## src/sv/assert_macros.svh

```systemverilog
// assertion helpers, clocked on clock and disabled in reset
`ifndef ASSERT_MACROS_SVH
`define ASSERT_MACROS_SVH

`define SBP_ASSERT(label, prop, msg) \
   label: assert property (@(posedge clock) disable iff (reset) prop) else $error(msg);

`define SBP_ASSERT_NEVER(label, cond, msg) \
   label: assert property (@(posedge clock) disable iff (reset) !(cond)) else $error(msg);

`endif

```

## src/sv/sbp_pkg.sv

```systemverilog
package sbp_pkg;

   localparam int FRAC_BITS  = 16;
   localparam int DIMENSIONS = 3;
   localparam int IDXW       = $clog2(DIMENSIONS);

   // offset magnitude, distance and norm widths
   localparam int VW    = 33;
   localparam int DW    = 33;
   localparam int SW    = 2 * VW;
   localparam int RW    = DW + 3;
   // shift-add multiplier: wide multiplicand, serial multiplier
   localparam int MBW   = 33;
   localparam int MAW   = 2 * DW - FRAC_BITS + 32;
   localparam int PW    = MAW + MBW;
   localparam int BASEW = DW + 64 - 2 * FRAC_BITS;
   localparam int NUMW  = BASEW + VW;
   localparam int QW    = 33;
   localparam int ESW   = 63;

   localparam int MUL_CW = $clog2(MBW);
   localparam int SQ_CW  = $clog2(DW);
   localparam int DIV_CW = $clog2(NUMW);

   localparam int QDEPTH = 2;
   localparam int QPW    = $clog2(QDEPTH);
   localparam int QCW    = $clog2(QDEPTH + 1);

   localparam int CSR_AW = 5;

   localparam logic [ESW-1:0] ENERGY_CAP    = '1;
   localparam logic [QW-1:0]  FORCE_CAP_POS = QW'(64'h7FFF_FFFF);
   localparam logic [QW-1:0]  FORCE_CAP_NEG = QW'(64'h8000_0000);
   localparam logic [30:0]    RADIUS_RESET  = 31'(64'd1 << FRAC_BITS);
   localparam logic [31:0]    GAIN_RESET    = 32'(64'd1 << FRAC_BITS);

   typedef enum logic [2:0] {
      REG_CENTER_X = 3'd0,
      REG_CENTER_Y = 3'd1,
      REG_CENTER_Z = 3'd2,
      REG_RADIUS   = 3'd3,
      REG_GAIN     = 3'd4
   } sbp_reg_type;

   typedef enum logic [3:0] {
      ST_IDLE, ST_SQUARE, ST_ROOT, ST_DSQ, ST_EGAIN, ST_EMASS,
      ST_FGAIN, ST_FMASS, ST_FVEC, ST_DIV, ST_OUT
   } sbp_state_type;

   typedef struct packed {
      logic signed [31:0] center_x;
      logic signed [31:0] center_y;
      logic signed [31:0] center_z;
      logic [30:0]        radius;
      logic [31:0]        gain;
   } sbp_cfg_type;

   typedef struct packed {
      logic [DIMENSIONS-1:0][VW-1:0] vmag;
      logic [DIMENSIONS-1:0]         vneg;
      logic [31:0]                   mass;
      logic                          last;
   } sbp_item_type;

   typedef struct packed {
      logic push;
      logic full;
   } sbp_qctl_type;

   typedef struct packed {
      logic signed [31:0] force_x;
      logic signed [31:0] force_y;
      logic signed [31:0] force_z;
      logic [ESW-1:0]     energy_total;
      logic               energy_valid;
      logic               saturated;
   } sbp_result_type;

endpackage

```

## src/sv/sbp_if.sv

```systemverilog
interface sbp_req_if;
   logic               valid;
   logic               ready;
   logic signed [31:0] pos_x;
   logic signed [31:0] pos_y;
   logic signed [31:0] pos_z;
   logic [31:0]        particle_mass;
   logic               last_particle;

   modport source (output valid, pos_x, pos_y, pos_z, particle_mass, last_particle,
                   input ready);
   modport sink   (input valid, pos_x, pos_y, pos_z, particle_mass, last_particle,
                   output ready);
endinterface

interface sbp_rsp_if;
   logic               valid;
   logic               ready;
   logic signed [31:0] force_x;
   logic signed [31:0] force_y;
   logic signed [31:0] force_z;
   logic [62:0]        energy_total;
   logic               energy_valid;
   logic               saturated;

   modport source (output valid, force_x, force_y, force_z, energy_total, energy_valid,
                   saturated, input ready);
   modport sink   (input valid, force_x, force_y, force_z, energy_total, energy_valid,
                   saturated, output ready);
endinterface

```

## src/sv/sbp_front.sv

```systemverilog
module sbp_front (
   sbp_req_if.sink               req_bus,
   input  sbp_pkg::sbp_cfg_type  cfg,
   input  logic                  q_full,
   output sbp_pkg::sbp_qctl_type qctl,
   output sbp_pkg::sbp_item_type item
);
   import sbp_pkg::*;

   logic [DIMENSIONS-1:0][31:0] pos;
   logic [DIMENSIONS-1:0][31:0] cen;
   logic [DIMENSIONS-1:0][VW:0] diff;

   assign pos = {req_bus.pos_z, req_bus.pos_y, req_bus.pos_x};
   assign cen = {cfg.center_z, cfg.center_y, cfg.center_x};

   // offset from the centre as sign and magnitude, one spare bit for the sign
   always_comb begin
      for (int i = 0; i < DIMENSIONS; i++) begin
         diff[i]      = {{2{pos[i][31]}}, pos[i]} - {{2{cen[i][31]}}, cen[i]};
         item.vneg[i] = diff[i][VW];
         item.vmag[i] = diff[i][VW] ? VW'(~diff[i] + 1'b1) : diff[i][VW-1:0];
      end
   end

   assign item.mass     = req_bus.particle_mass;
   assign item.last     = req_bus.last_particle;
   assign req_bus.ready = !q_full;
   assign qctl.full     = q_full;
   assign qctl.push     = req_bus.valid && !q_full;
endmodule

```

## src/sv/sbp_queue.sv

```systemverilog
module sbp_queue (
   input  logic                  clock,
   input  logic                  reset,
   input  sbp_pkg::sbp_qctl_type qctl,
   input  sbp_pkg::sbp_item_type wr_item,
   input  logic                  pop,
   output sbp_pkg::sbp_item_type rd_item,
   output logic                  full,
   output logic                  not_empty
);
   import sbp_pkg::*;

   sbp_item_type           mem_ff [QDEPTH];
   logic [QPW-1:0]         wr_ptr_ff, wr_ptr_in, rd_ptr_ff, rd_ptr_in;
   logic [QCW-1:0]         count_ff, count_in;

   assign full      = (count_ff == QCW'(QDEPTH));
   assign not_empty = (count_ff != '0);
   assign rd_item   = mem_ff[rd_ptr_ff];

   always_comb begin
      wr_ptr_in = qctl.push ? wr_ptr_ff + 1'b1 : wr_ptr_ff;
      rd_ptr_in = pop ? rd_ptr_ff + 1'b1 : rd_ptr_ff;
      count_in  = count_ff + QCW'(qctl.push) - QCW'(pop);
   end

   always_ff @(posedge clock) begin
      if (qctl.push) begin
         mem_ff[wr_ptr_ff] <= wr_item;
      end
   end

   always_ff @(posedge clock) begin
      if (reset) begin
         wr_ptr_ff <= '0;
         rd_ptr_ff <= '0;
         count_ff  <= '0;
      end else begin
         wr_ptr_ff <= wr_ptr_in;
         rd_ptr_ff <= rd_ptr_in;
         count_ff  <= count_in;
      end
   end
endmodule

```

## src/sv/sbp_mul.sv

```systemverilog
module sbp_mul (
   input  logic                    clock,
   input  logic                    reset,
   input  logic                    start,
   input  logic [sbp_pkg::MAW-1:0] a,
   input  logic [sbp_pkg::MBW-1:0] b,
   output logic                    done,
   output logic [sbp_pkg::PW-1:0]  prod
);
   import sbp_pkg::*;

   logic [PW-1:0]     p_ff, p_in;
   logic [MAW-1:0]    a_ff, a_in;
   logic [MUL_CW-1:0] cnt_ff, cnt_in;
   logic              busy_ff, busy_in, done_ff, done_in;
   logic [MAW:0]      sum;

   // one multiplier bit a cycle, product shifts right into the low half
   always_comb begin
      sum     = {1'b0, p_ff[PW-1:MBW]} + (p_ff[0] ? {1'b0, a_ff} : '0);
      p_in    = p_ff;
      a_in    = a_ff;
      cnt_in  = cnt_ff;
      busy_in = busy_ff;
      done_in = 1'b0;
      if (start) begin
         p_in    = {{MAW{1'b0}}, b};
         a_in    = a;
         cnt_in  = '0;
         busy_in = 1'b1;
      end else if (busy_ff) begin
         p_in   = {sum, p_ff[MBW-1:1]};
         cnt_in = cnt_ff + 1'b1;
         if (cnt_ff == MUL_CW'(MBW - 1)) begin
            busy_in = 1'b0;
            done_in = 1'b1;
         end
      end
   end

   always_ff @(posedge clock) begin
      p_ff   <= p_in;
      a_ff   <= a_in;
      cnt_ff <= cnt_in;
   end

   always_ff @(posedge clock) begin
      if (reset) begin
         busy_ff <= 1'b0;
         done_ff <= 1'b0;
      end else begin
         busy_ff <= busy_in;
         done_ff <= done_in;
      end
   end

   assign done = done_ff;
   assign prod = p_ff;
endmodule

```

## src/sv/sbp_sqrt.sv

```systemverilog
module sbp_sqrt (
   input  logic                   clock,
   input  logic                   reset,
   input  logic                   start,
   input  logic [sbp_pkg::SW-1:0] rad,
   output logic                   done,
   output logic [sbp_pkg::DW-1:0] root
);
   import sbp_pkg::*;

   logic [SW-1:0]    rad_ff, rad_in;
   logic [RW-1:0]    rem_ff, rem_in, rem2, trial;
   logic [DW-1:0]    root_ff, root_in;
   logic [SQ_CW-1:0] cnt_ff, cnt_in;
   logic             busy_ff, busy_in, done_ff, done_in;

   // digit-by-digit floor root, two radicand bits a cycle
   always_comb begin
      rem2    = {rem_ff[RW-3:0], rad_ff[SW-1:SW-2]};
      trial   = {1'b0, root_ff, 2'b01};
      rad_in  = rad_ff;
      rem_in  = rem_ff;
      root_in = root_ff;
      cnt_in  = cnt_ff;
      busy_in = busy_ff;
      done_in = 1'b0;
      if (start) begin
         rad_in  = rad;
         rem_in  = '0;
         root_in = '0;
         cnt_in  = '0;
         busy_in = 1'b1;
      end else if (busy_ff) begin
         rad_in = {rad_ff[SW-3:0], 2'b00};
         if (rem2 >= trial) begin
            rem_in  = rem2 - trial;
            root_in = {root_ff[DW-2:0], 1'b1};
         end else begin
            rem_in  = rem2;
            root_in = {root_ff[DW-2:0], 1'b0};
         end
         cnt_in = cnt_ff + 1'b1;
         if (cnt_ff == SQ_CW'(DW - 1)) begin
            busy_in = 1'b0;
            done_in = 1'b1;
         end
      end
   end

   always_ff @(posedge clock) begin
      rad_ff  <= rad_in;
      rem_ff  <= rem_in;
      root_ff <= root_in;
      cnt_ff  <= cnt_in;
   end

   always_ff @(posedge clock) begin
      if (reset) begin
         busy_ff <= 1'b0;
         done_ff <= 1'b0;
      end else begin
         busy_ff <= busy_in;
         done_ff <= done_in;
      end
   end

   assign done = done_ff;
   assign root = root_ff;
endmodule

```

## src/sv/sbp_div.sv

```systemverilog
module sbp_div (
   input  logic                     clock,
   input  logic                     reset,
   input  logic                     start,
   input  logic [sbp_pkg::NUMW-1:0] num,
   input  logic [sbp_pkg::DW-1:0]   den,
   output logic                     done,
   output logic [sbp_pkg::QW-1:0]   quo,
   output logic                     ovf
);
   import sbp_pkg::*;

   logic [NUMW-1:0]   num_ff, num_in;
   logic [DW-1:0]     den_ff, den_in, rem_ff, rem_in;
   logic [DW:0]       rem2;
   logic [QW-1:0]     q_ff, q_in;
   logic              ovf_ff, ovf_in, ge;
   logic [DIV_CW-1:0] cnt_ff, cnt_in;
   logic              busy_ff, busy_in, done_ff, done_in;

   // restoring division, one quotient bit a cycle; bits that fall off the top stick in ovf
   always_comb begin
      rem2    = {rem_ff, num_ff[NUMW-1]};
      ge      = (rem2 >= {1'b0, den_ff});
      num_in  = num_ff;
      den_in  = den_ff;
      rem_in  = rem_ff;
      q_in    = q_ff;
      ovf_in  = ovf_ff;
      cnt_in  = cnt_ff;
      busy_in = busy_ff;
      done_in = 1'b0;
      if (start) begin
         num_in  = num;
         den_in  = den;
         rem_in  = '0;
         q_in    = '0;
         ovf_in  = 1'b0;
         cnt_in  = '0;
         busy_in = 1'b1;
      end else if (busy_ff) begin
         num_in = {num_ff[NUMW-2:0], 1'b0};
         rem_in = ge ? DW'(rem2 - {1'b0, den_ff}) : rem2[DW-1:0];
         q_in   = {q_ff[QW-2:0], ge};
         ovf_in = ovf_ff | q_ff[QW-1];
         cnt_in = cnt_ff + 1'b1;
         if (cnt_ff == DIV_CW'(NUMW - 1)) begin
            busy_in = 1'b0;
            done_in = 1'b1;
         end
      end
   end

   always_ff @(posedge clock) begin
      num_ff <= num_in;
      den_ff <= den_in;
      rem_ff <= rem_in;
      q_ff   <= q_in;
      ovf_ff <= ovf_in;
      cnt_ff <= cnt_in;
   end

   always_ff @(posedge clock) begin
      if (reset) begin
         busy_ff <= 1'b0;
         done_ff <= 1'b0;
      end else begin
         busy_ff <= busy_in;
         done_ff <= done_in;
      end
   end

   assign done = done_ff;
   assign quo  = q_ff;
   assign ovf  = ovf_ff;
endmodule

```

## src/sv/sbp_back.sv

```systemverilog
module sbp_back (
   input  logic                    clock,
   input  logic                    reset,
   input  sbp_pkg::sbp_cfg_type    cfg,
   input  sbp_pkg::sbp_item_type   q_item,
   input  logic                    q_valid,
   output logic                    pop,
   output sbp_pkg::sbp_result_type res,
   output logic                    res_valid,
   input  logic                    res_ready
);
   import sbp_pkg::*;

   sbp_state_type state_ff, state_in;
   logic          launched_ff, launched_in;
   logic [IDXW-1:0] idx_ff, idx_in;
   sbp_item_type  item_ff, item_in;
   logic [SW-1:0] s_ff, s_in;
   logic [DW-1:0] norm_ff, norm_in, dmag_ff, dmag_in;
   logic          dneg_ff, dneg_in;
   logic [BASEW-1:0] base_ff, base_in;
   logic [DIMENSIONS-1:0][31:0] force_ff, force_in;
   logic [ESW-1:0] esum_ff, esum_in;
   logic          sat_ff, sat_in;

   logic          mul_start, mul_done, sqrt_start, sqrt_done, div_start, div_done, div_ovf;
   logic [MAW-1:0] mul_a;
   logic [MBW-1:0] mul_b;
   logic [PW-1:0]  mul_p;
   logic [DW-1:0]  root;
   logic [QW-1:0]  quo;
   logic           unit_done, last_dim;

   logic [PW+63:0] e_wide;
   logic [ESW-1:0] e_val;
   logic           e_over;
   logic [ESW:0]   e_sum;
   logic           f_neg, f_over;
   logic [QW-1:0]  f_cap, f_mag;

   sbp_mul u_mul (
      .clock(clock), .reset(reset), .start(mul_start), .a(mul_a), .b(mul_b),
      .done(mul_done), .prod(mul_p)
   );

   sbp_sqrt u_sqrt (
      .clock(clock), .reset(reset), .start(sqrt_start), .rad(s_ff),
      .done(sqrt_done), .root(root)
   );

   sbp_div u_div (
      .clock(clock), .reset(reset), .start(div_start), .num(mul_p[NUMW-1:0]),
      .den(norm_ff), .done(div_done), .quo(quo), .ovf(div_ovf)
   );

   assign last_dim = (idx_ff == IDXW'(DIMENSIONS - 1));

   always_comb begin
      case (state_ff)
         ST_ROOT: unit_done = sqrt_done;
         ST_DIV:  unit_done = div_done;
         default: unit_done = mul_done;
      endcase
   end

   // next state
   always_comb begin
      state_in = state_ff;
      unique case (state_ff)
         ST_IDLE:   if (q_valid) state_in = ST_SQUARE;
         ST_SQUARE: if (unit_done && last_dim) state_in = ST_ROOT;
         ST_ROOT:   if (unit_done) state_in = ST_DSQ;
         ST_DSQ:    if (unit_done) state_in = ST_EGAIN;
         ST_EGAIN:  if (unit_done) state_in = ST_EMASS;
         ST_EMASS:  if (unit_done) state_in = ST_FGAIN;
         ST_FGAIN:  if (unit_done) state_in = ST_FMASS;
         ST_FMASS:  if (unit_done) state_in = (norm_ff == '0) ? ST_OUT : ST_FVEC;
         ST_FVEC:   if (unit_done) state_in = ST_DIV;
         ST_DIV:    if (unit_done) state_in = last_dim ? ST_OUT : ST_FVEC;
         ST_OUT:    if (res_ready) state_in = ST_IDLE;
         default:   state_in = ST_IDLE;
      endcase
   end

   // energy term and force clamp from the unit results
   always_comb begin
      e_wide = {64'd0, mul_p} >> (2 * FRAC_BITS + 1);
      e_over = |e_wide[PW+63:ESW];
      e_val  = e_over ? ENERGY_CAP : e_wide[ESW-1:0];
      e_sum  = {1'b0, esum_ff} + {1'b0, e_val};
      f_neg  = (dneg_ff == item_ff.vneg[idx_ff]);
      f_cap  = f_neg ? FORCE_CAP_NEG : FORCE_CAP_POS;
      f_over = div_ovf || (quo > f_cap);
      f_mag  = f_over ? f_cap : quo;
   end

   // outputs and datapath
   always_comb begin
      pop         = 1'b0;
      res_valid   = 1'b0;
      mul_start   = 1'b0;
      sqrt_start  = 1'b0;
      div_start   = 1'b0;
      mul_a       = '0;
      mul_b       = '0;
      launched_in = launched_ff;
      idx_in      = idx_ff;
      item_in     = item_ff;
      s_in        = s_ff;
      norm_in     = norm_ff;
      dmag_in     = dmag_ff;
      dneg_in     = dneg_ff;
      base_in     = base_ff;
      force_in    = force_ff;
      esum_in     = esum_ff;
      sat_in      = sat_ff;

      unique case (state_ff)
         ST_SQUARE, ST_FVEC: begin
            mul_a = MAW'(state_ff == ST_FVEC ? VW'(base_ff) : item_ff.vmag[idx_ff]);
            mul_a = (state_ff == ST_FVEC) ? MAW'(base_ff) : MAW'(item_ff.vmag[idx_ff]);
            mul_b = MBW'(item_ff.vmag[idx_ff]);
         end
         ST_DSQ: begin
            mul_a = MAW'(dmag_ff);
            mul_b = MBW'(dmag_ff);
         end
         ST_EGAIN: begin
            mul_a = MAW'(mul_p[2*DW-1:FRAC_BITS]);
            mul_b = MBW'(cfg.gain);
         end
         ST_EMASS: begin
            mul_a = mul_p[MAW-1:0];
            mul_b = MBW'(item_ff.mass);
         end
         ST_FGAIN: begin
            mul_a = MAW'(dmag_ff);
            mul_b = MBW'(cfg.gain);
         end
         ST_FMASS: begin
            mul_a = MAW'(mul_p[DW+31:0]);
            mul_b = MBW'(item_ff.mass);
         end
         default: begin
            mul_a = '0;
            mul_b = '0;
         end
      endcase

      unique case (state_ff)
         ST_IDLE: begin
            if (q_valid) begin
               pop         = 1'b1;
               item_in     = q_item;
               s_in        = '0;
               idx_in      = '0;
               launched_in = 1'b0;
            end
         end
         ST_ROOT: begin
            sqrt_start  = !launched_ff;
            launched_in = 1'b1;
            if (sqrt_done) begin
               launched_in = 1'b0;
               norm_in     = root;
               dneg_in     = (root < {2'b00, cfg.radius});
               dmag_in     = (root < {2'b00, cfg.radius}) ? ({2'b00, cfg.radius} - root)
                                                          : (root - {2'b00, cfg.radius});
            end
         end
         ST_DIV: begin
            div_start   = !launched_ff;
            launched_in = 1'b1;
            if (div_done) begin
               launched_in      = 1'b0;
               force_in[idx_ff] = f_neg ? 32'(~f_mag + 1'b1) : 32'(f_mag);
               sat_in           = sat_ff | f_over;
               idx_in           = last_dim ? '0 : idx_ff + 1'b1;
            end
         end
         ST_OUT: begin
            res_valid = 1'b1;
            if (res_ready && item_ff.last) begin
               esum_in = '0;
               sat_in  = 1'b0;
            end
         end
         default: begin
            // multiplier steps
            mul_start   = !launched_ff;
            launched_in = 1'b1;
            if (mul_done) begin
               launched_in = 1'b0;
               case (state_ff)
                  ST_SQUARE: begin
                     s_in   = s_ff + mul_p[SW-1:0];
                     idx_in = last_dim ? '0 : idx_ff + 1'b1;
                  end
                  ST_EMASS: begin
                     if (e_sum[ESW]) begin
                        esum_in = ENERGY_CAP;
                        sat_in  = 1'b1;
                     end else begin
                        esum_in = e_sum[ESW-1:0];
                        sat_in  = sat_ff | e_over;
                     end
                  end
                  ST_FMASS: begin
                     base_in = mul_p[DW+63:2*FRAC_BITS];
                     idx_in  = '0;
                     if (norm_ff == '0) begin
                        force_in = '0;
                     end
                  end
                  default: begin
                     idx_in = idx_ff;
                  end
               endcase
            end
         end
      endcase
   end

   assign res.force_x      = force_ff[0];
   assign res.force_y      = force_ff[1];
   assign res.force_z      = force_ff[2];
   assign res.energy_total = item_ff.last ? esum_ff : '0;
   assign res.energy_valid = item_ff.last;
   assign res.saturated    = sat_ff;

   always_ff @(posedge clock) begin
      item_ff  <= item_in;
      s_ff     <= s_in;
      norm_ff  <= norm_in;
      dmag_ff  <= dmag_in;
      dneg_ff  <= dneg_in;
      base_ff  <= base_in;
      force_ff <= force_in;
      idx_ff   <= idx_in;
   end

   always_ff @(posedge clock) begin
      if (reset) begin
         state_ff    <= ST_IDLE;
         launched_ff <= 1'b0;
         esum_ff     <= '0;
         sat_ff      <= 1'b0;
      end else begin
         state_ff    <= state_in;
         launched_ff <= launched_in;
         esum_ff     <= esum_in;
         sat_ff      <= sat_in;
      end
   end
endmodule

```

## src/sv/sphere_barrier_penalty.sv

```systemverilog
// spherical barrier penalty for a particle stream, signed Q16.16 fixed point
// req_bus: one beat per particle (position, mass, last flag), valid/ready
// rsp_bus: one beat per particle (force vector, energy total, flags)
// registers: centre x/y/z, radius and gain on a simple APB-style port,
//   word-aligned, written in the access cycle, pready tied high
// per particle the back end runs eleven serial multiplies, one floor square root
//   and three divides, and skips the three force multiplies and the divides
//   when the particle sits on the centre
// the serial multiplier, the serial square root and the bit-a-cycle divider set the rate
// a two-beat queue parts the front from the back, so a new particle can be
//   taken while the back end is busy and an output beat still waits
// when rsp_bus stalls, the result sits in the output register, the back end
//   parks holding its next result and the queue fills, then req_bus.ready drops
// reset clears the energy sum, the sticky saturation flag, the queue and the
//   output valid flag, and returns the registers to centre 0, radius 1.0, gain 1.0
// the saturation flag is reported on every beat; it and the energy sum are cleared on the last beat
`include "assert_macros.svh"

module sphere_barrier_penalty (
   input  logic                       clock,
   input  logic                       reset,
   sbp_req_if.sink                    req_bus,
   sbp_rsp_if.source                  rsp_bus,
   input  logic                       psel,
   input  logic                       penable,
   input  logic                       pwrite,
   input  logic [sbp_pkg::CSR_AW-1:0] paddr,
   input  logic [31:0]                pwdata,
   output logic [31:0]                prdata,
   output logic                       pready
);
   import sbp_pkg::*;

   // configuration registers
   logic signed [31:0] center_x_ff, center_x_in;
   logic signed [31:0] center_y_ff, center_y_in;
   logic signed [31:0] center_z_ff, center_z_in;
   logic [30:0]        radius_ff, radius_in;
   logic [31:0]        gain_ff, gain_in;
   sbp_reg_type        reg_idx;
   logic               wr_en;
   sbp_cfg_type        cfg;

   // front, queue and back end
   sbp_qctl_type   qctl;
   sbp_item_type   front_item, q_item;
   logic           q_full, q_valid, pop;
   sbp_result_type res;
   logic           res_valid, res_ready;

   // output register
   sbp_result_type rsp_data_ff, rsp_data_in;
   logic           rsp_valid_ff, rsp_valid_in;

   assign pready  = 1'b1;
   assign reg_idx = sbp_reg_type'(paddr[CSR_AW-1:2]);
   assign wr_en   = psel && penable && pwrite;

   always_comb begin
      center_x_in = center_x_ff;
      center_y_in = center_y_ff;
      center_z_in = center_z_ff;
      radius_in   = radius_ff;
      gain_in     = gain_ff;
      prdata      = '0;
      unique case (reg_idx)
         REG_CENTER_X: begin
            prdata = center_x_ff;
            if (wr_en) center_x_in = pwdata;
         end
         REG_CENTER_Y: begin
            prdata = center_y_ff;
            if (wr_en) center_y_in = pwdata;
         end
         REG_CENTER_Z: begin
            prdata = center_z_ff;
            if (wr_en) center_z_in = pwdata;
         end
         REG_RADIUS: begin
            prdata = {1'b0, radius_ff};
            if (wr_en) radius_in = pwdata[30:0];
         end
         REG_GAIN: begin
            prdata = gain_ff;
            if (wr_en) gain_in = pwdata;
         end
         default: begin
            // unlisted addresses read zero and ignore writes
            prdata = '0;
         end
      endcase
   end

   always_ff @(posedge clock) begin
      if (reset) begin
         center_x_ff <= '0;
         center_y_ff <= '0;
         center_z_ff <= '0;
         radius_ff   <= RADIUS_RESET;
         gain_ff     <= GAIN_RESET;
      end else begin
         center_x_ff <= center_x_in;
         center_y_ff <= center_y_in;
         center_z_ff <= center_z_in;
         radius_ff   <= radius_in;
         gain_ff     <= gain_in;
      end
   end

   assign cfg.center_x = center_x_ff;
   assign cfg.center_y = center_y_ff;
   assign cfg.center_z = center_z_ff;
   assign cfg.radius   = radius_ff;
   assign cfg.gain     = gain_ff;

   // front: offset from the centre, straight into the queue
   sbp_front u_front (
      .req_bus(req_bus), .cfg(cfg), .q_full(q_full), .qctl(qctl), .item(front_item)
   );

   sbp_queue u_queue (
      .clock(clock), .reset(reset), .qctl(qctl), .wr_item(front_item), .pop(pop),
      .rd_item(q_item), .full(q_full), .not_empty(q_valid)
   );

   // back: norm, distance, energy and force through the shared serial units
   sbp_back u_back (
      .clock(clock), .reset(reset), .cfg(cfg), .q_item(q_item), .q_valid(q_valid),
      .pop(pop), .res(res), .res_valid(res_valid), .res_ready(res_ready)
   );

   // output register, loads whenever the slot is free or being emptied
   assign res_ready = !rsp_valid_ff || rsp_bus.ready;

   always_comb begin
      rsp_data_in  = rsp_data_ff;
      rsp_valid_in = rsp_valid_ff;
      if (res_valid && res_ready) begin
         rsp_data_in  = res;
         rsp_valid_in = 1'b1;
      end else if (rsp_bus.ready) begin
         rsp_valid_in = 1'b0;
      end
   end

   always_ff @(posedge clock) begin
      rsp_data_ff <= rsp_data_in;
   end

   always_ff @(posedge clock) begin
      if (reset) begin
         rsp_valid_ff <= 1'b0;
      end else begin
         rsp_valid_ff <= rsp_valid_in;
      end
   end

   assign rsp_bus.valid        = rsp_valid_ff;
   assign rsp_bus.force_x      = rsp_data_ff.force_x;
   assign rsp_bus.force_y      = rsp_data_ff.force_y;
   assign rsp_bus.force_z      = rsp_data_ff.force_z;
   assign rsp_bus.energy_total = rsp_data_ff.energy_total;
   assign rsp_bus.energy_valid = rsp_data_ff.energy_valid;
   assign rsp_bus.saturated    = rsp_data_ff.saturated;

   // a beat without the energy flag never carries a total
   `SBP_ASSERT(a_energy_gated, rsp_bus.valid && !rsp_bus.energy_valid |-> rsp_bus.energy_total == '0, "energy total on a beat without energy_valid")
   // a result handed over by the back end shows on the port next cycle
   `SBP_ASSERT(a_handoff, res_valid && res_ready |=> rsp_bus.valid, "handed-over result missing from output")
   `SBP_ASSERT_NEVER(a_pop_empty, pop && !q_valid, "queue popped while empty")
endmodule
```

## src/flat_wrapper.sv

```systemverilog
// flat-port wrapper written by rule: the top's interface ports become plain ports
module sphere_barrier_penalty_flat import sbp_pkg::*;
  (clock, reset, psel, penable, pwrite, paddr, pwdata, prdata, pready, req_bus_valid, req_bus_pos_x, req_bus_pos_y, req_bus_pos_z, req_bus_particle_mass, req_bus_last_particle, req_bus_ready, rsp_bus_valid, rsp_bus_force_x, rsp_bus_force_y, rsp_bus_force_z, rsp_bus_energy_total, rsp_bus_energy_valid, rsp_bus_saturated, rsp_bus_ready);
  sbp_req_if req_bus_i ();
  sbp_rsp_if rsp_bus_i ();
  input  logic clock;
  input  logic reset;
  input  logic psel;
  input  logic penable;
  input  logic pwrite;
  input  logic [sbp_pkg::CSR_AW-1:0] paddr;
  input  logic [31:0] pwdata;
  output logic [31:0] prdata;
  output logic pready;
  input wire logic [$bits(req_bus_i.valid)-1:0] req_bus_valid;
  input wire logic [$bits(req_bus_i.pos_x)-1:0] req_bus_pos_x;
  input wire logic [$bits(req_bus_i.pos_y)-1:0] req_bus_pos_y;
  input wire logic [$bits(req_bus_i.pos_z)-1:0] req_bus_pos_z;
  input wire logic [$bits(req_bus_i.particle_mass)-1:0] req_bus_particle_mass;
  input wire logic [$bits(req_bus_i.last_particle)-1:0] req_bus_last_particle;
  output wire logic [$bits(req_bus_i.ready)-1:0] req_bus_ready;
  output wire logic [$bits(rsp_bus_i.valid)-1:0] rsp_bus_valid;
  output wire logic [$bits(rsp_bus_i.force_x)-1:0] rsp_bus_force_x;
  output wire logic [$bits(rsp_bus_i.force_y)-1:0] rsp_bus_force_y;
  output wire logic [$bits(rsp_bus_i.force_z)-1:0] rsp_bus_force_z;
  output wire logic [$bits(rsp_bus_i.energy_total)-1:0] rsp_bus_energy_total;
  output wire logic [$bits(rsp_bus_i.energy_valid)-1:0] rsp_bus_energy_valid;
  output wire logic [$bits(rsp_bus_i.saturated)-1:0] rsp_bus_saturated;
  input wire logic [$bits(rsp_bus_i.ready)-1:0] rsp_bus_ready;
  assign req_bus_i.valid = req_bus_valid;
  assign req_bus_i.pos_x = req_bus_pos_x;
  assign req_bus_i.pos_y = req_bus_pos_y;
  assign req_bus_i.pos_z = req_bus_pos_z;
  assign req_bus_i.particle_mass = req_bus_particle_mass;
  assign req_bus_i.last_particle = req_bus_last_particle;
  assign req_bus_ready = req_bus_i.ready;
  assign rsp_bus_valid = rsp_bus_i.valid;
  assign rsp_bus_force_x = rsp_bus_i.force_x;
  assign rsp_bus_force_y = rsp_bus_i.force_y;
  assign rsp_bus_force_z = rsp_bus_i.force_z;
  assign rsp_bus_energy_total = rsp_bus_i.energy_total;
  assign rsp_bus_energy_valid = rsp_bus_i.energy_valid;
  assign rsp_bus_saturated = rsp_bus_i.saturated;
  assign rsp_bus_i.ready = rsp_bus_ready;
  sphere_barrier_penalty u_core (.clock(clock), .reset(reset), .req_bus(req_bus_i), .rsp_bus(rsp_bus_i), .psel(psel), .penable(penable), .pwrite(pwrite), .paddr(paddr), .pwdata(pwdata), .prdata(prdata), .pready(pready));
endmodule
```

## config.mk

```make
export PLATFORM = sky130hd
export DESIGN_NAME = sphere_barrier_penalty_flat
export DESIGN_NICKNAME = d
export VERILOG_FILES = /design/src/sv/sbp_pkg.sv /design/src/sv/sbp_if.sv /design/src/sv/sbp_front.sv /design/src/sv/sbp_queue.sv /design/src/sv/sbp_mul.sv /design/src/sv/sbp_sqrt.sv /design/src/sv/sbp_div.sv /design/src/sv/sbp_back.sv /design/src/sv/sphere_barrier_penalty.sv /design/src/flat_wrapper.sv
export VERILOG_INCLUDE_DIRS = /design/src /design/src/sv
export SDC_FILE = /design/constraint.sdc
export NUM_CORES = 2
export LEC_CHECK = 0
export ABC_AREA = 1
export BUFFER_PORTS_ARGS = -buffer_cell sky130_fd_sc_hd__buf_2
export CAP_MARGIN = 25
export CELL_PAD_IN_SITES_DETAIL_PLACEMENT = 0
export CELL_PAD_IN_SITES_GLOBAL_PLACEMENT = 2
export CORE_MARGIN = 2
export CORE_UTILIZATION = 34
export DETAILED_ROUTE_END_ITERATION = 10
export PLACE_DENSITY = 0.74
export REMOVE_ABC_BUFFERS = 1
export SETUP_SLACK_MARGIN = 0.15
export SYNTH_ARGS = -nofsm -noshare
export SYNTH_HDL_FRONTEND = slang
export SYNTH_HIERARCHICAL = 1
export SYNTH_SLANG_ARGS = --single-unit
```

## constraint.sdc

```tcl
create_clock -name clock -period 9.29 [get_ports clock]
set_clock_uncertainty 0.1 [all_clocks]
set_input_delay 0.4645 -clock clock [delete_from_list [all_inputs] [get_ports clock]]
set_output_delay 0.4645 -clock clock [all_outputs]
set_load 0.01 [all_outputs]
```

==> flow_summary_export.csv <==
group,metric,value,unit
pwr,p_comb_frac,0.520,
min_path,holdCritPathClass,"in -> reg",
synthesis,syn_inst,13500,
sta,layout_min_cycle_time,6.31,ns
setup_path,r2r_end,"u_core/u_back/esum_ff[54]$_SDFFE_PP0P_",
floorplanning,die_h,553,µm
global_routing,overflow,0,
setup_path,r2r_cells,25,
final_layout,nNetsFinal,14500,
cts,clkLatencyLatePin,0.91,ns
cts,cts_tree,"done",
routing,ant_nets,0,
final_layout,seq_area,44800,µm²
pwr,clockPowerShare,0.199,
pwr,power_per_cell_area,352,nW/µm²
placement,hpwl,317000,µm
global_routing,grt_usage,0.255,
global_routing,antenna_found_initial,13,
setup_path,startpoint_type,"flip-flop",
sta,slew_headroom,0.114,
routing,via_count,89700,
cts,clk_pin_slew,0.06,ns
cts,h-tree-depth,4,
routing,drt_wl_total,403000,µm
final_layout,final_area,116000,µm²
final_layout,multiInputGateArea,48300,µm²
cts,clkSinkCount,1649,
sta,layout_worst_path_cycle_share,0.679,
floorplanning,design.portCount,369,
setup_path,cp_max_fo,23,
sta,worst_pin_slew,1.33,ns
final_layout,fin_cells,18000,
sta,fmax,0.158,GHz
sta,rsz0062_at_grt,"false",
floorplanning,chipWidth,553,µm
routing,viasPerCell,5.00,
setup_path,path_class,"reg -> reg",
sta,setup_viol,0,
sta,whs,0.0632,ns
pwr,p_seq_frac,0.281,
pwr,netSwitchingPower,19.7,mW
setup_path,setup.worst_path.end,"u_core/u_back/esum_ff[54]$_SDFFE_PP0P_",
floorplanning,rows,201,
global_routing,grt_max_degree,137,
sta,hold_viol_final,0,
pwr,power_switching_share,0.483,
synthesis,ys_warn_count,6,
placement,io_buffers,365,
floorplanning,start_util,0.342,
setup_path,cp.arrival,7.00,ns
placement,routabilityCongestion,0.948,
setup_path,crit_required,9.98,ns
cts,root_buffer,"clkbuf_16",
routing,first_iter_violations,7342,
routing,drc_errors,0,
placement,dp_cells,17500,
global_routing,grt_pass1_vias,87300,
placement,place_area,108000,µm²
setup_path,crit_start,"u_core/u_back/u_mul/prod[105]$_SDFFE_PP0P_",
setup_path,crit_path_end_kind,"flip-flop",
setup_path,r2r_start,"u_core/u_back/u_mul/prod[105]$_SDFFE_PP0P_",
synthesis,synth_area,103000,µm²
pwr,irDropWorstVdd,0.000275,V
routing,post_drt_wl_per_cell,22.4,µm
floorplanning,core,300000,µm²
final_layout,final.fill_count,31500,
cts,numCtsBuffers,197,
final_layout,syn2layout_area_growth,12.8,%
final_layout,fin_util,0.385,
pwr,p_leak,53.3,nW
cts,post_cts_resized,0,
floorplanning,dieArea,306000,µm²
setup_path,r2r_slack,2.98,ns
sta,slew_viol_final,0,
routing,drt_first_pass_iters,6,
synthesis,postSynthAreaPerCell,7.59,µm²
cts,clock_path_buffers,4,
global_routing,grt_pass1_wl,584000,µm
flow_run,cap_violations,0,
pwr,intPower,21.0,mW
final_layout,drive_gt1_frac,0.0920,
status,outcome,"finished, final reports clean",
[cells in the final DEF, fill, tap and decap left out, types with 132 or more instances in the layout]
cell type and instances:
nor2_1 1244, ha_1 462, inv_1 1970, buf_2 365
o21ai_0 459, nand2_1 4262, dfxtp_1 474, clkbuf_16 203
a21oi_1 713, nand3_1 733, xor2_1 132, edfxtp_1 1174
[final cells by class]
class                      count  share of cell area
multi-input combinational   9421               0.417
sequential                  1649               0.387
inverter                    2034              0.0662
clock buffer                 248              0.0464
tap                         3958              0.0428
timing repair buffer         522              0.0283
clock inverter               116              0.0115
antenna                       10            0.000216
[through the flow]
stage                     setup TNS (ns)  setup slack [ns]  power (mW)
after global placement                 0              2.86        32.6
final                                  0              2.98        40.7
after floorplan                 -1997.65             -8.67        25.1
after CTS                              0              2.92        40.8
after global routing                   0              2.47        43.6
after detailed placement               0              2.93        32.6
[power groups by stage]
stage | logic (mW) | clock network (mW) | registers (mW)
2_1_floorplan | 14.0 | 0 | 11.1
3_3_place_gp | 21.0 | 0 | 11.6
3_5_place_dp | 21.0 | 0 | 11.6
4_1_cts | 21.1 | 8.26 | 11.5
5_1_grt | 23.5 | 8.53 | 11.6
6_report | 21.2 | 8.08 | 11.5
[sequential cells by signal, summed over array words and instances (netlist names), 33 cells and up, named ones only]
name and flops:
u_core/rsp_bus.energy_total 63, u_core/u_back/res 97, u_core/u_queue/mem_ff 270, u_core/u_back/s_ff 66, u_core/u_back/u_div/num_ff 98, u_core/u_back/norm_ff 33, u_core/u_back/u_div/rem_ff 33, u_core/u_back/u_sqrt/rad_ff 66
u_core/u_back/dmag_ff 33, u_core/u_back/base_ff 65, u_core/u_back/u_div/quo 33, u_core/u_back/u_sqrt/root 33, u_core/u_back/item_ff 134, u_core/u_back/u_mul/a_ff 82, u_core/u_back/esum_ff 63, u_core/u_back/u_mul/prod 115
u_core/u_back/u_sqrt/rem_ff 34, u_core/u_back/u_div/den_ff 33
[worst max-delay path, cell delays in order, from the launching register on]
cell,delay (ns)
dfxtp_1,0.34
or4_1,0.55
nor4_1,0.21
nand3_1,0.10
buf_4,0.23
inv_1,0.54
nand2_1,0.16
ha_1,0.25
fa_1,0.41
nand2_1,0.08
a31oi_1,0.11
a21boi_0,0.30
o21ai_0,0.21
a21boi_0,0.49
inv_1,0.10
a21oi_1,0.36
inv_1,0.08
a21oi_1,0.42
o21ai_0,0.23
nand2_1,0.12
nand2_1,0.09
a21o_1,0.18
or2_2,0.27
nand3_1,0.07
nand2_1,0.07
a21oi_1,0.14
[routing by layer]
layer / vias up / routed length, µm / global-route usage
li1: 44400 / - / -
met1: 42200 / 177000 / 0.338
met2: 2545 / 188000 / 0.429
met3: 496 / 19500 / 0.0249
met4: 6 / 17700 / 0.0988
met5: - / 45 / 0
[worst min-delay path by stage]
stage / start / slack, ns / depth (start not counted) / end
finish: pwdata[5] / 0.06 / 5 / u_core/center_x_ff[5]$_SDFFE_PP0P_
global route: pwdata[5] / 0.05 / 5 / u_core/center_y_ff[5]$_SDFFE_PP0P_
CTS: pwdata[3] / 0.002 / 5 / u_core/radius_ff[3]$_SDFFE_PP0P_
detailed placement: u_core/u_back/res[90]$_SDFFCE_PN0P_ / 0.33 / 0 / u_core/rsp_bus.force_z[25]$_DFFE_PP_
global placement: u_core/u_back/res[103]$_SDFFCE_PN0P_ / 0.33 / 0 / u_core/rsp_bus.force_y[6]$_DFFE_PP_
floorplan: u_core/u_back/norm_ff[24]$_DFFE_PP_ / 0.32 / 0 / u_core/u_back/u_div/den_ff[24]$_DFFE_PP_
[repair_timing]
action,CTS,global route
hold buffers,58,0
hold endpoints to repair,146,0
buffers inserted,0,0
Power figures use the tool's default switching activity.
